--- config.mk ---
export PLATFORM = sky130hd
export DESIGN_NAME = compacting_list_store
export DESIGN_NICKNAME = d
export VERILOG_FILES = /design/src/sv/cls_pkg.sv /design/src/sv/compacting_list_store.sv /design/src/sv/cls_cell.sv
export VERILOG_INCLUDE_DIRS = /design/src /design/src/sv
export SDC_FILE = /design/constraint.sdc
export NUM_CORES = 1
export LEC_CHECK = 0
export BUFFER_PORTS_ARGS = -buffer_cell sky130_fd_sc_hd__buf_2
export CAP_MARGIN = 20
export CELL_PAD_IN_SITES_DETAIL_PLACEMENT = 0
export CELL_PAD_IN_SITES_GLOBAL_PLACEMENT = 1
export CORE_MARGIN = 8
export CORE_UTILIZATION = 47
export DETAILED_ROUTE_END_ITERATION = 10
export PLACE_DENSITY_LB_ADDON = 0.25
export SLEW_MARGIN = 10
export SYNTH_ARGS = -nofsm -noshare
export SYNTH_HDL_FRONTEND = slang
export SYNTH_SLANG_ARGS = --single-unit
--- constraint.sdc ---
create_clock -name clk -period 4.5 [get_ports clk]
set_clock_uncertainty 0.15 [all_clocks]
set_input_delay 0.675 -clock clk [delete_from_list [all_inputs] [get_ports clk]]
set_output_delay 0.675 -clock clk [all_outputs]
set_load 0.1 [all_outputs]
--- src/sv/compacting_list_store_defines.svh ---
// ----------------------------------------------------------------------------
// compacting_list_store_defines.svh
// Assertion macros used by the list store top level.
// ----------------------------------------------------------------------------
`ifndef COMPACTING_LIST_STORE_DEFINES_SVH
`define COMPACTING_LIST_STORE_DEFINES_SVH

// Same-cycle implication, sampled on clk and held off during reset.
`define CLS_ASSERT_IMP(lbl, ante, cons, msg) \
  lbl: assert property (@(posedge clk) disable iff (!rst_n) (ante) |-> (cons)) \
    else $error(msg);

// Next-cycle implication, sampled on clk and held off during reset.
`define CLS_ASSERT_NXT(lbl, ante, cons, msg) \
  lbl: assert property (@(posedge clk) disable iff (!rst_n) (ante) |=> (cons)) \
    else $error(msg);

`endif

--- src/sv/cls_pkg.sv ---
// ----------------------------------------------------------------------------
// cls_pkg
// Types and codes shared by the list store top level and its cells.
// ----------------------------------------------------------------------------
package cls_pkg;

  // Request codes; the fourth code is a no-operation.
  typedef enum logic [1:0] {
    OP_ADD    = 2'd0,
    OP_REMOVE = 2'd1,
    OP_TEST   = 2'd2
  } cls_op_t;

  // Sequencer states.
  typedef enum logic [1:0] {
    ST_IDLE,
    ST_CMP,
    ST_COMMIT
  } cls_state_t;

  // Input word.
  typedef struct packed {
    logic [1:0]  opcode;
    logic [31:0] item_key;
  } cls_in_t;

  // Result word.
  typedef struct packed {
    logic       hit;
    logic       full_reject;
    logic [4:0] entry_count;
  } cls_out_t;

  // Control broadcast from the sequencer to every cell.
  typedef struct packed {
    logic cmp_en;
    logic add_en;
    logic rm_en;
  } cls_ctrl_t;

endpackage

--- src/sv/compacting_list_store.sv ---
// ----------------------------------------------------------------------------
// compacting_list_store
// Insertion-ordered key list with append, compacting remove and lookup.
// ----------------------------------------------------------------------------
// Each request passes a compare state, then a commit state. After start is
// taken, busy is high in the compare state while every slot compares its key
// with the request key, and in the following commit cycle the slots append,
// shift down or stay, with busy low so the next request can be taken in that
// cycle. The result word appears with out_valid for exactly one cycle right
// after the commit cycle, and the receiver cannot hold it off, so it must
// take it then. A new request can thus be taken while the previous one is
// still committing. An add to a full list is refused with full_reject set;
// opcode 3 does nothing and reports the count.
// ----------------------------------------------------------------------------
module compacting_list_store #(
  parameter int LIST_DEPTH = 16,
  parameter int KEY_WIDTH  = 32
) (
  input  logic              clk,
  input  logic              rst_n,
  input  logic              start,
  output logic              busy,
  input  cls_pkg::cls_in_t  in_word,
  output logic              out_valid,
  output cls_pkg::cls_out_t out_word
);
  import cls_pkg::*;

  `include "compacting_list_store_defines.svh"

  localparam int CNT_W = $clog2(LIST_DEPTH + 1);

  cls_state_t           state_r, state_nxt;
  logic [1:0]           op_r;
  logic [KEY_WIDTH-1:0] key_r;
  logic [CNT_W-1:0]     count_r, count_nxt;
  logic                 out_valid_r;
  cls_out_t             out_word_r;
  logic                 accept;
  logic                 commit;
  logic                 full;
  logic                 any_match;
  logic                 hit;
  cls_ctrl_t            ctrl;

  logic [KEY_WIDTH-1:0] entry_vec [LIST_DEPTH];
  logic [LIST_DEPTH-1:0] valid_vec;
  logic [LIST_DEPTH:0]   prefix_vec;

  assign accept = start & ~busy;

  // Next state.
  always_comb begin
    state_nxt = state_r;
    case (state_r)
      ST_IDLE:   if (accept) state_nxt = ST_CMP;
      ST_CMP:    state_nxt = ST_COMMIT;
      ST_COMMIT: state_nxt = accept ? ST_CMP : ST_IDLE;
      default:   state_nxt = ST_IDLE;
    endcase
  end

  // Sequencer outputs.
  always_comb begin
    busy   = 1'b0;
    commit = 1'b0;
    case (state_r)
      ST_CMP:    busy   = 1'b1;
      ST_COMMIT: commit = 1'b1;
      default: begin
        busy   = 1'b0;
        commit = 1'b0;
      end
    endcase
  end

  always_ff @(posedge clk) begin
    if (!rst_n) begin
      state_r <= ST_IDLE;
    end else begin
      state_r <= state_nxt;
    end
  end

  // Request capture; the key is sized to the stored width.
  always_ff @(posedge clk) begin
    if (accept) begin
      op_r  <= in_word.opcode;
      key_r <= KEY_WIDTH'(in_word.item_key);
    end
  end

  // Control broadcast to the slots.
  assign full        = (count_r == CNT_W'(LIST_DEPTH));
  assign any_match   = prefix_vec[LIST_DEPTH];
  assign ctrl.cmp_en = busy;
  assign ctrl.add_en = commit & (op_r == OP_ADD) & ~full;
  assign ctrl.rm_en  = commit & (op_r == OP_REMOVE);

  // Slot chain: slot 0 is the list head, data moves toward it on a remove.
  assign prefix_vec[0] = 1'b0;

  for (genvar i = 0; i < LIST_DEPTH; i++) begin : g_cell
    logic [KEY_WIDTH-1:0] up_entry;
    logic                 up_valid;
    logic                 low_valid;

    if (i == LIST_DEPTH - 1) begin : g_top
      assign up_entry = '0;
      assign up_valid = 1'b0;
    end else begin : g_mid
      assign up_entry = entry_vec[i+1];
      assign up_valid = valid_vec[i+1];
    end

    if (i == 0) begin : g_head
      assign low_valid = 1'b1;
    end else begin : g_body
      assign low_valid = valid_vec[i-1];
    end

    cls_cell #(
      .KEY_WIDTH (KEY_WIDTH)
    ) u_cell (
      .clk        (clk),
      .rst_n      (rst_n),
      .ctrl       (ctrl),
      .key        (key_r),
      .up_entry   (up_entry),
      .up_valid   (up_valid),
      .low_valid  (low_valid),
      .prefix_in  (prefix_vec[i]),
      .entry      (entry_vec[i]),
      .valid      (valid_vec[i]),
      .prefix_out (prefix_vec[i+1])
    );
  end

  // Hit flag and count update.
  always_comb begin
    hit       = 1'b0;
    count_nxt = count_r;
    case (op_r)
      OP_ADD: begin
        hit = ~full;
        if (!full) count_nxt = count_r + CNT_W'(1);
      end
      OP_REMOVE: begin
        hit = any_match;
        if (any_match) count_nxt = count_r - CNT_W'(1);
      end
      OP_TEST: hit = any_match;
      default: hit = 1'b0;
    endcase
  end

  always_ff @(posedge clk) begin
    if (!rst_n) begin
      count_r <= '0;
    end else if (commit) begin
      count_r <= count_nxt;
    end
  end

  // Registered result word.
  always_ff @(posedge clk) begin
    if (!rst_n) begin
      out_valid_r <= 1'b0;
    end else begin
      out_valid_r <= commit;
    end
  end

  always_ff @(posedge clk) begin
    if (commit) begin
      out_word_r.hit         <= hit;
      out_word_r.full_reject <= (op_r == OP_ADD) & full;
      out_word_r.entry_count <= 5'(count_nxt);
    end
  end

  assign out_valid = out_valid_r;
  assign out_word  = out_word_r;

  // Checks on the slot chain and the sequencer.
  `CLS_ASSERT_IMP(a_count_range, 1'b1, count_r <= CNT_W'(LIST_DEPTH), "count above depth")
  `CLS_ASSERT_IMP(a_valid_count, 1'b1, $countones(valid_vec) == 32'(count_r),
                  "slot valid bits disagree with count")
  `CLS_ASSERT_NXT(a_commit_result, commit, out_valid, "commit without result word")
  `CLS_ASSERT_IMP(a_flag_excl, out_valid, !(out_word.hit && out_word.full_reject),
                  "hit and full_reject both set")

endmodule

--- src/sv/cls_cell.sv ---
// ----------------------------------------------------------------------------
// cls_cell
// One list slot: holds a key and its valid bit, compares against the
// broadcast key, appends when it is the first free slot, and takes its upper
// neighbor's contents when a remove closes a gap at or below it.
// ----------------------------------------------------------------------------
module cls_cell #(
  parameter int KEY_WIDTH = 32
) (
  input  logic                 clk,
  input  logic                 rst_n,
  input  cls_pkg::cls_ctrl_t   ctrl,
  input  logic [KEY_WIDTH-1:0] key,
  input  logic [KEY_WIDTH-1:0] up_entry,
  input  logic                 up_valid,
  input  logic                 low_valid,
  input  logic                 prefix_in,
  output logic [KEY_WIDTH-1:0] entry,
  output logic                 valid,
  output logic                 prefix_out
);
  import cls_pkg::*;

  logic [KEY_WIDTH-1:0] entry_r;
  logic                 valid_r;
  logic                 valid_nxt;
  logic                 match_r;
  logic                 load_key;
  logic                 shift_down;

  // A match at or below this slot means the slot moves during a remove.
  assign prefix_out = prefix_in | match_r;
  assign shift_down = ctrl.rm_en & prefix_out;
  assign load_key   = ctrl.add_en & ~valid_r & low_valid;

  // Compare stage result, only for held entries.
  always_ff @(posedge clk) begin
    if (ctrl.cmp_en) begin
      match_r <= valid_r & (entry_r == key);
    end
  end

  // Key storage.
  always_ff @(posedge clk) begin
    if (shift_down) begin
      entry_r <= up_entry;
    end else if (load_key) begin
      entry_r <= key;
    end
  end

  // Valid bit follows the same moves as the key.
  always_comb begin
    valid_nxt = valid_r;
    if (shift_down) begin
      valid_nxt = up_valid;
    end else if (load_key) begin
      valid_nxt = 1'b1;
    end
  end

  always_ff @(posedge clk) begin
    if (!rst_n) begin
      valid_r <= 1'b0;
    end else begin
      valid_r <= valid_nxt;
    end
  end

  assign entry = entry_r;
  assign valid = valid_r;

endmodule

-- Word-level counts from Yosys, hierarchy flattened
Cells that the tools add are included.
- flip-flop bits (word level): 593
- latch bits: 0
- memory bits (writable): 0
- memory bits (read-only): 0
- memories kept: 0
- add/sub/neg operators: 2
- $mul: 0
- divide/modulo/power cells: 0
- order comparisons: 0
- equality and inequality tests: 22
- shift-type cells: 0
- mux-type cells: 69
- bitwise operators: 102
- reduce and logical (&&, ||, !) cells: 19
- operators by type and width (kind ; count):
    32-bit 2-to-1 mux ; 30
    32-bit == test ; 16
    1-bit bitwise AND ; 68
    1-bit 2-to-1 mux ; 33
    2-bit nonzero test ; 15
    1-bit NOT ; 19
    1-bit OR ; 15
    5-bit 2-to-1 mux ; 2
    5-bit one-hot mux with 2 select lines ; 1
    2-bit one-hot mux with 3 select lines ; 1
    5-bit by 1-bit adder with 5-bit output (second input constant) ; 1
    5-bit == test (second input constant) ; 1
    5-bit by 1-bit subtractor with 5-bit output (second input constant) ; 1
    2-bit by 1-bit == test with 1-bit output (second input constant) ; 2
    2-bit == test (second input constant) ; 2
    2-bit logical NOT ; 2
    2-bit OR reduction ; 2
    2-bit 2-to-1 mux ; 1
    2-bit inequality test (second input constant) ; 1
    1-bit one-hot mux with 2 select lines ; 1

-- Logic depth before layout (Yosys ltp)
Gate-level depths: netlist (run 1).
- depth after elaboration: 17
- depth in mapped cells: 9
- gate-level depth less buffers: 7

-- Hierarchy
A second synthesis (run 1) with hierarchy kept.
- cell total of the unflattened synthesis: 2026
- area total of the unflattened synthesis: 30954.7 sq um
- modules (own cells, without submodules) (module ; instances ; cells each ; area an instance (sq um) ; seq. area each (sq um)):
    cls_cell ; 16 ; 119 ; 1815.5 ; 1011.0
    compacting_list_store ; 1 ; 122 ; 1906.8 ; 1391.3

-- Least setup slack after synthesis (run 1)
Ideal clock, no wire load.
- path kind: reg2reg
- start: register count_r[0]
- end: register g_cell[13].u_cell.entry_r[0], enable pin
- data arrival time: 3.970 ns
- required time: 3.884 ns
- slack: -0.086 ns
- cell stages (with the launch flop): 9
- period minus slack after synthesis: 4.586 ns
- cell sequence: dfxtp_1 -> inv_1 -> ha_1 -> nor4bb_1 -> nor2_1 -> clkbuf_1 -> clkbuf_1 -> nand2_1 -> o21ai_0
- longest elaborated chain between the ends: 6
- RTL lines (what ; line ; RTL):
    from (decl) ; compacting_list_store.sv:36 ; logic [CNT_W-1:0] count_r, count_nxt;
    from (signal assigned) ; compacting_list_store.sv:161 ; count_r <= count_nxt;
    5-bit == test ; compacting_list_store.sv:94 ; assign full = (count_r == CNT_W'(LIST_DEPTH));
    1-bit NOT ; compacting_list_store.sv:97 ; assign ctrl.add_en = commit & (op_r == OP_ADD) & ~full;
    1-bit bitwise AND ; compacting_list_store.sv:97 ;
    1-bit bitwise AND (2 in a row) ; cls_cell.sv:34 ; assign load_key = ctrl.add_en & ~valid_r & low_valid;
    2-bit nonzero test (no line) ; -- ;
    to (signal assigned) ; cls_cell.sv:46 ; entry_r <= up_entry;
    to (signal assigned) ; cls_cell.sv:48 ; entry_r <= key;
    to (decl) ; cls_cell.sv:24 ; logic [KEY_WIDTH-1:0] entry_r;
No other way between the ends.
A chain may end at the register's enable or synchronous reset.

-- Worst setup path in the final report (run 1)
- start: register g_cell[0].u_cell.match_r
- end: register g_cell[13].u_cell.entry_r[29], enable pin
- longest elaborated chain between the ends: 15
- RTL lines (what ; line ; RTL):
    from (decl) ; cls_cell.sv:27 ; logic match_r;
    from (signal assigned) ; cls_cell.sv:39 ; match_r <= valid_r & (entry_r == key);
    1-bit OR (13 in a row) ; cls_cell.sv:32 ; assign prefix_out = prefix_in | match_r;
    1-bit bitwise AND ; cls_cell.sv:33 ; assign shift_down = ctrl.rm_en & prefix_out;
    2-bit nonzero test (no line) ; -- ;
No other way between the ends.

==> impl_metrics.yaml, run 1 <==
min_path:
  hp-class: "in -> reg"
  hold_path_end: "key_r[19]"
  hp-start: "in_word[19]"
  hold_path_depth: 1
logic_synthesis:
  synth_most_common_cell: "edfxtp_1"
  yosys-top-cells-area: "edfxtp_1, mux2_2, xnor2_1"
  ys.flop_type: "edfxtp_1"
  yosysTopAreaCell: "edfxtp_1"
  ys_seq_area_share_pct: 56.4
  async_reset_ff_share_pct: 0
  syn_area_um2: 30600
  synth_warnings: 0
  yosys-top-cells-count: "edfxtp_1, nand2_1, xnor2_1"
  ys_types: 53
  synth-edff-count: 537
  ys_ff_latch: 593
  syn_inst: 2512
  yosys.area.top_type_share_pct: 52.8
  synth.avg_cell_area_um2: 12.2
  mappedNetlistNets: 2554
setup_path:
  worstPathRequired_ns: 4.67
  crit_fanout: 35
  startpoint: "g_cell[0].u_cell.match_r"
  critPathKind: "reg -> reg"
  arrival_ns: 3.61
  crit_path_end_kind: "flip-flop"
  start_kind: "flip-flop"
  r2r_setup_slack_ns: 1.06
  r2r-start: "g_cell[0].u_cell.match_r"
  worst-r2r-cell-count: 5
  r2r-end: "g_cell[13].u_cell.entry[29]"
drt:
  viasPerCell: 5.58
  routedWlPerCell_um: 24.8
  firstDrtPassIters: 5
  num_vias: 19300
  drc: 0
  wl_um: 85600
  drtAntennaViolNets: 0
  drt_iter0_markers: 1500
layout:
  layout-drive-gt1-share_pct: 24.9
  nNetsFinal: 2591
  regArea_um2: 17200
  diodes: 0
  fillers: 5448
  final_util_pct: 53.3
  multiInputGateArea_um2: 12600
  area_growth_pct: 12.3
timing:
  worst_pin_slew_ns: 1.26
  worst_hold_slack_ns: 0.0826
  timing.fmax_mhz: 291
  relSlewSlack_pct: 15.8
  period_minus_slack_ns: 3.44
  fin_crit_sh_pct: 76.4
  rsz0062_at_grt: "no"
  slew_viol_final: 0
  fin_ws_ns: 1.06
  setup_tns_ns: 0
  setup_viol: 0
  hold_viol: 0
global_route:
  grt_pass1_vias: 19900
  busiest_layer: "met2"
  grt_max_degree: 36
  grt_pass1_wl_um: 129000
  grt_overflow_total: 0
  grt_use_total_pct: 22.9
  gr-usage-met1_pct: 29.9
  antenna_found_initial: 0
  use_met2_pct: 39.6
  use_met3_pct: 2.99
power_and_ir_drop:
  powerDensity_nw_per_um2: 366
  ir_worst_vdd_mv: 0.272
  p_leak_nw: 11.5
clock_network:
  clock-root-buffer: "clkbuf_16"
  cts.path.max_buffers: 3
  htree_levels: 3
  hold_buffers: 0
  cts.clk_slew.worst_paths_ns: 0.06
  cts_buffers: 68
  cts.sinks: 593
  cts_setup_buffers: 0
  ctsResizeCount: 0
  insertion_delay_ns: 0.61
  cts_tree: "done"
floorplanning:
  die_y_um: 271
  fp-row-count: 93
  io_pins: 46
  fp.coreArea_um2: 64300
  initial_core_util_pct: 47.5
  die_w_um: 271
  die-area_um2: 73400
placement:
  pre_cts_ws_ns: 1.07
  io_buffer_count: 45
  hpwlAfterDp_um: 61700
  gp_congestion: 0.866
run_status:
  status: "complete, no violations"
job:
  maxCapViolCount: 0
[metrics by stage]
step	instances	total power, mW	cell area [µm²]
after detailed placement	3334	7.35	32200
after floorplan	2512	6.98	30600
after global placement	3331	7.33	32200
after CTS	3457	12.6	34300
after global routing	3457	12.9	34300
final	3457	12.5	34300
[kinds of logic after synthesis]
| family | synth area share (%) |
|---|---|
| AND/OR/NAND/NOR | 10.4 |
| flip-flops | 56.4 |
| XOR/XNOR | 14.7 |
| multiplexers | 13.0 |
| buffers and inverters | 2.92 |
| AO/OA/AOI/OAI | 2.42 |
| adder cells (fa/ha/maj) | 0.205 |
[worst max-delay path, cell delays in order (launching register included)]
cell and delay, ns:
edfxtp_1 0.45, or4_1 0.72, nor3_2 0.58, a31o_2 0.84, o21ai_2 0.10, buf_4 0.30
[layer usage]
layer  vias up  wire length (µm)
met1      9724             36900
met5         -                 0
met4         0              2020
li1       8936                 -
met3       126              3900
met2       499             42800
[registers in the layout, indices dropped and copies added, names as in the netlist]
name and flops:
out_valid 1, out_word 7, key_r 32, op_r 2
g_cell.u_cell.entry 512, state_r 2, g_cell.u_cell.match_r 16, g_cell.u_cell.valid 16
count_r 5
[report_power, final]
group	switching (mW)	internal [mW]
Clock	2.27	3.04
Combinational	0.543	0.455
Sequential	0.139	6.10
[cell type report]
class | count | area share, %
sequential | 593 | 50.3
tap | 855 | 3.12
multi-input combinational | 1693 | 36.7
clock buffer | 94 | 5.49
clock inverter | 29 | 0.595
timing repair buffer | 174 | 3.65
inverter | 19 | 0.208
[worst max path at each step]
stage          cells past startpoint                           to  slack (ns)
3_5_place_dp                       5  g_cell[13].u_cell.entry[19]        1.07
6_report                           5  g_cell[13].u_cell.entry[29]        1.06
4_1_cts                            7    g_cell[2].u_cell.entry[1]        1.06
5_1_grt                            7    g_cell[2].u_cell.entry[1]        0.86
3_3_place_gp                       5  g_cell[13].u_cell.entry[25]        1.10
2_1_floorplan                      7   g_cell[11].u_cell.entry[0]        0.19
[cells in the final DEF (no fill, tap or decap), drive strengths merged, types with 29 or more instances in the layout]
| cell | n |
|---|---|
| buf | 174 |
| a21oi | 50 |
| dfxtp | 56 |
| nand2 | 474 |
| nand4 | 112 |
| edfxtp | 537 |
| nor4 | 50 |
| clkbuf | 94 |
| xnor2 | 448 |
| mux2 | 352 |
| o21ai | 29 |
| xor2 | 65 |
No activity file was read; power rests on OpenSTA's default activity.
==> run 2: changes to the inputs <==
- clock period: 4.5 -> 2.8 ns (I/O delays scaled with it)
==> run 2 against run 1 <==
The flow now finishes with violations (setup timing). Non-clock buffer count increased by 68. Sequential share of layout area down 2.5 points. Flip-flop and latch count unchanged. Maximum frequency grew 22%. Critical path type unchanged. Sequential power is 59% higher. Final cell count increased by 2.1%. Die area did not move. Via count rose by 1.9%. Count of clock-buffer cells in the layout is 1 higher.
==> impl_metrics.yaml, run 2 (same netlist as run 1, synthesis figures left out) <==
floorplanning:
  die-area_um2: 73400
  fp-row-count: 93
  die_w_um: 271
  die_y_um: 271
  io_pins: 46
  initial_core_util_pct: 47.5
  fp.coreArea_um2: 64300
layout:
  final_util_pct: 56.1
  diodes: 0
  largest_reg_flops: 512
  final_common_cell: "edfxtp_1"
  layout_common_cells: "edfxtp_1, nand2_1, xnor2_1"
  layout-drive-gt1-share_pct: 26.2
  fin_area_um2: 36100
  area_growth_pct: 18.1
  nNetsFinal: 2663
  fillers: 5231
placement:
  placed_area_um2: 33200
  io_buffer_count: 45
  hpwlAfterDp_um: 57600
  gp_congestion: 0.858
power_and_ir_drop:
  powerDensity_nw_per_um2: 571
  p_leak_nw: 12.5
  swShare_pct: 23.1
  p_int_mw: 15.8
  pwr-share-comb_pct: 9.1
  ir_worst_vdd_mv: 0.521
  p_seq_share_pct: 48.1
  p_sw_mw: 4.77
  clock_power_share_pct: 42.8
drt:
  drt_iter0_markers: 1670
  viasPerCell: 5.57
  drc: 0
  wl_um: 85000
  firstDrtPassIters: 5
  num_vias: 19700
  routedWlPerCell_um: 24.1
  drtAntennaViolNets: 0
run_status:
  status: "finished with violations"
  violations: "setup timing"
setup_path:
  r2r-end: "g_cell[10].u_cell.entry[12]"
  r2r-start: "g_cell[1].u_cell.match_r"
  crit_path_end_kind: "flip-flop"
  worst-r2r-cell-count: 5
  arrival_ns: 3.02
  crit_end: "g_cell[10].u_cell.entry[12]"
  r2r_setup_slack_ns: -0.02
  critPathKind: "reg -> reg"
  startpoint: "g_cell[1].u_cell.match_r"
  crit_fanout: 18
  start_kind: "flip-flop"
  worstPathRequired_ns: 2.99
timing:
  timing.fmax_mhz: 354
  period_minus_slack_ns: 2.82
  fin_crit_sh_pct: 101
  fin_ws_ns: -0.0241
  worst_pin_slew_ns: 0.905
  hold_viol: 0
  slew_viol_final: 0
  relSlewSlack_pct: 39.7
  setup_viol: 7
  rsz0062_at_grt: "yes"
clock_network:
  cts.sinks: 593
  htree_levels: 3
  cts.path.max_buffers: 3
  cts.clk_slew.worst_paths_ns: 0.06
  cts_tree: "done"
  cts_buffers: 69
  insertion_delay_ns: 0.62
  clock-root-buffer: "clkbuf_16"
min_path:
  hp-start: "rst_n"
  hp-class: "in -> reg"
global_route:
  grt_pass1_vias: 20500
  grt_overflow_total: 0
  grt_use_total_pct: 22.6
  grt_max_degree: 36
  antenna_found_initial: 0
  grt_pass1_wl_um: 128000
job:
  maxCapViolCount: 0
run 2: cell count changes in the layout (fill, tap and decap cells not counted), sizes merged:
cell and delta:
o21ai +3, clkinvlp +1, bufinv +2, clkinv -4, bufbuf +1, dlygate4sd3 +35, clkbuf +6, buf +27
run 2: timing repair:
item	4_1_cts	5_1_grt
setup buffers	6	2
endpoints found under the setup margin	161	181
resized for setup	4	9
pin swaps	1	2
gates cloned	3	7
hold buffers	35	0
hold endpoints to repair	35	0
run 2: worst min-delay path by stage:
stage	to	slack, ns	cells after the start
2_1_floorplan	state_r[0]	0.27	1
3_3_place_gp	state_r[0]	0.28	1
3_5_place_dp	state_r[0]	0.29	1
4_1_cts	state_r[0]	0.06	3
5_1_grt	state_r[0]	0.10	3
6_report	state_r[0]	0.1	3
run 2: critical path: stages, from the launching register on:
cell       delay, ns
edfxtp_1        0.39
or4_4           0.55
or3_4           0.43
o31ai_4         0.34
bufbuf_16       0.40
mux2_4          0.31
run 2: area by class of cell:
type / instances / area (µm²) / area share [%]
repair buffers: 242 / 2560 / 7.09
clock buffers: 95 / 1920 / 5.31
flip-flops and latches: 593 / 17200 / 47.8
clock inverters: 28 / 269 / 0.745
well taps: 855 / 1070 / 2.96
inverters: 19 / 71.3 / 0.198
multi-input cells: 1696 / 13000 / 35.9
run 2: power by group through the flow:
stage,clock [mW],sequential (mW),combinational (mW)
3_3_place_gp,0,10.1,1.77
5_1_grt,9.29,9.92,2.01
4_1_cts,9.00,9.91,1.86
3_5_place_dp,0,10.1,1.79
6_report,8.82,9.91,1.88
2_1_floorplan,0,10.1,1.20
run 2: stage by stage:
| stage | total power, mW | std cells | setup TNS [ns] | worst slack, ns | hold slack, ns |
|---|---|---|---|---|---|
| 2_1_floorplan | 11.3 | 2512 | -46.03 | -0.355 | 0.265 |
| 3_3_place_gp | 11.9 | 3350 | -7.78 | -0.101 | 0.285 |
| 3_5_place_dp | 11.9 | 3350 | -7.70 | -0.105 | 0.292 |
| 4_1_cts | 20.8 | 3517 | -0.257 | -0.0277 | 0.0567 |
| 5_1_grt | 21.2 | 3528 | -0.944 | -0.0621 | 0.101 |
| 6_report | 20.6 | 3528 | -0.112 | -0.0241 | 0.100 |
run 2: routing by layer:
layer  part of all wire (%)  global-route usage, %  vias to the layer above
met5                      0                      0                        -
met4                    2.7                   6.45                        0
met3                    4.5                   3.53                      148
met2                     50                   39.3                      549
met1                     43                   29.0                     9873
li1                       -                      -                     9082
==> run 3: changes to the inputs <==
- CORE_UTILIZATION: 47 -> 25
==> run 3 against run 2 <==
The run now ends clean. Register-to-register slack better by 0.09 ns. Global-route usage fell by 8.5 points. Hold slack lost 0.014 ns. Largest power group unchanged. Wire length is 13% higher. Maximum frequency rose by 3.1%. Via count shrank 0.72%. Sequential power barely moved. Cell area increased by 3.4%.
==> impl_metrics.yaml, run 3 (same netlist as run 1, synthesis figures left out) <==
run_status:
  status: "complete, no violations"
clock_network:
  insertion_delay_ns: 0.63
  cts.clk_slew.worst_paths_ns: 0.06
  cts_tree: "done"
  cts.path.max_buffers: 3
  htree_levels: 3
  clock-root-buffer: "clkbuf_16"
  cts.sinks: 593
  cts_buffers: 72
timing:
  timing.fmax_mhz: 365
  hold_viol: 0
  setup_tns_ns: 0
  relSlewSlack_pct: 58.6
  fin_crit_sh_pct: 97.8
  fin_ws_ns: 0.0615
  setup_viol: 0
  worst_pin_slew_ns: 0.616
  period_minus_slack_ns: 2.74
  slew_viol_final: 0
setup_path:
  crit_cells: 5
  critPathKind: "reg -> reg"
  crit_buf_inv: 1
  cp_slowest_cell: "or4_4"
  crit_chain: "or4_4 > or3_4 > o31ai_4 > buf_12 > mux2_2"
  crit_fanout: 35
  start_kind: "flip-flop"
  crit_family: "simple AND/OR/NAND/NOR gates"
  crit_path_end_kind: "flip-flop"
  critical-path-max-stage-delay_ns: 0.54
  arrival_ns: 2.95
  worstPathRequired_ns: 3.01
  worst-r2r-cell-count: 5
floorplanning:
  io_pins: 46
  die_w_um: 366
  die-area_um2: 134000
  fp-row-count: 128
  fp.coreArea_um2: 122000
  die_y_um: 366
  initial_core_util_pct: 25.1
layout:
  diodes: 0
  fin_area_um2: 37300
  fillers: 12200
  regArea_um2: 17200
  layout_common_cells: "edfxtp_1, nand2_1, xnor2_1"
  nNetsFinal: 2684
  layout-drive-gt1-share_pct: 26.7
  final_common_cell: "edfxtp_1"
  area_growth_pct: 22.2
  multiInputGateArea_um2: 13000
  largest_reg_flops: 512
min_path:
  hold_path_depth: 3
  hp-class: "in -> reg"
power_and_ir_drop:
  p_total_mw: 20.9
  clock_power_share_pct: 43.1
  swShare_pct: 23.9
  powerDensity_nw_per_um2: 559
  ir_worst_vdd_mv: 0.380
  pwr-share-comb_pct: 9.4
  p_seq_share_pct: 47.5
  p_leak_nw: 12.6
  p_sw_mw: 4.99
  p_int_mw: 15.9
drt:
  drtAntennaViolNets: 0
  viasPerCell: 4.51
  drc: 0
  routedWlPerCell_um: 22.3
  drt_iter0_markers: 1454
  num_vias: 19500
  wl_um: 96300
  firstDrtPassIters: 6
global_route:
  grt_pass1_wl_um: 142000
  grt_max_degree: 37
  grt_pass1_vias: 20800
  antenna_found_initial: 3
  grt_overflow_total: 0
  grt_use_total_pct: 14.1
job:
  maxCapViolCount: 0
placement:
  gp_congestion: 0.787
  placed_area_um2: 34500
  hpwlAfterDp_um: 66600
  io_buffer_count: 45
  pre_cts_ws_ns: -0.103
run 3: final cells by class:
class / instances / share of cell area (%)
sequential: 593 / 46.2
multi-input combinational: 1696 / 34.8
timing repair buffer: 260 / 7.42
tap: 1625 / 5.45
clock buffer: 97 / 5.22
clock inverter: 34 / 0.674
inverter: 19 / 0.191
run 3: metal layers:
layer | wire [µm] | global-route usage [%] | vias up
li1 | - | - | 9156
met1 | 45700 | 19.4 | 9927
met2 | 46100 | 23.8 | 321
met3 | 2640 | 1.70 | 106
met4 | 1860 | 3.23 | 0
met5 | 0 | 0 | -
run 3: worst paths after layout:
path / start / end / slack (ns)
setup / recovery: g_cell[1].u_cell.match_r / g_cell[10].u_cell.entry[2] / 0.06
hold / removal: rst_n / state_r[0] / 0.09
setup reg to reg: g_cell[1].u_cell.match_r / g_cell[10].u_cell.entry[2] / 0.06
hold reg to reg: state_r[0] / state_r[0] / 0.31
run 3: power groups by stage:
stage	registers, mW	logic (mW)	clock network [mW]
floorplan	10.1	1.20	0
global placement	10.1	1.89	0
detailed placement	10.1	1.91	0
CTS	9.90	1.98	9.28
global route	9.91	2.11	9.55
finish	9.90	1.96	9.00
run 3: metrics by stage:
stage	utilization [%]	instances	hold slack, ns
6_report	30.7	4324	0.0864
5_1_grt	30.7	4324	0.0732
4_1_cts	30.6	4318	0.0334
3_5_place_dp	28.4	4146	0.292
3_3_place_gp	28.4	4146	0.289
2_1_floorplan	-	2512	0.265
run 3: timing repair:
action | CTS | global route
setup endpoints to repair | 251 | 67
setup buffers | 3 | 2
hold buffers | 35 | 0
hold endpoints to repair | 35 | 0
gates cloned | 3 | 3
resized for setup | 9 | 6
pin swaps | 3 | 1
run 3: worst min-delay path, cell delays in order:
cell and delay [ns]:
buf_2 0.24, nand2_1 0.12, nor2_1 0.03
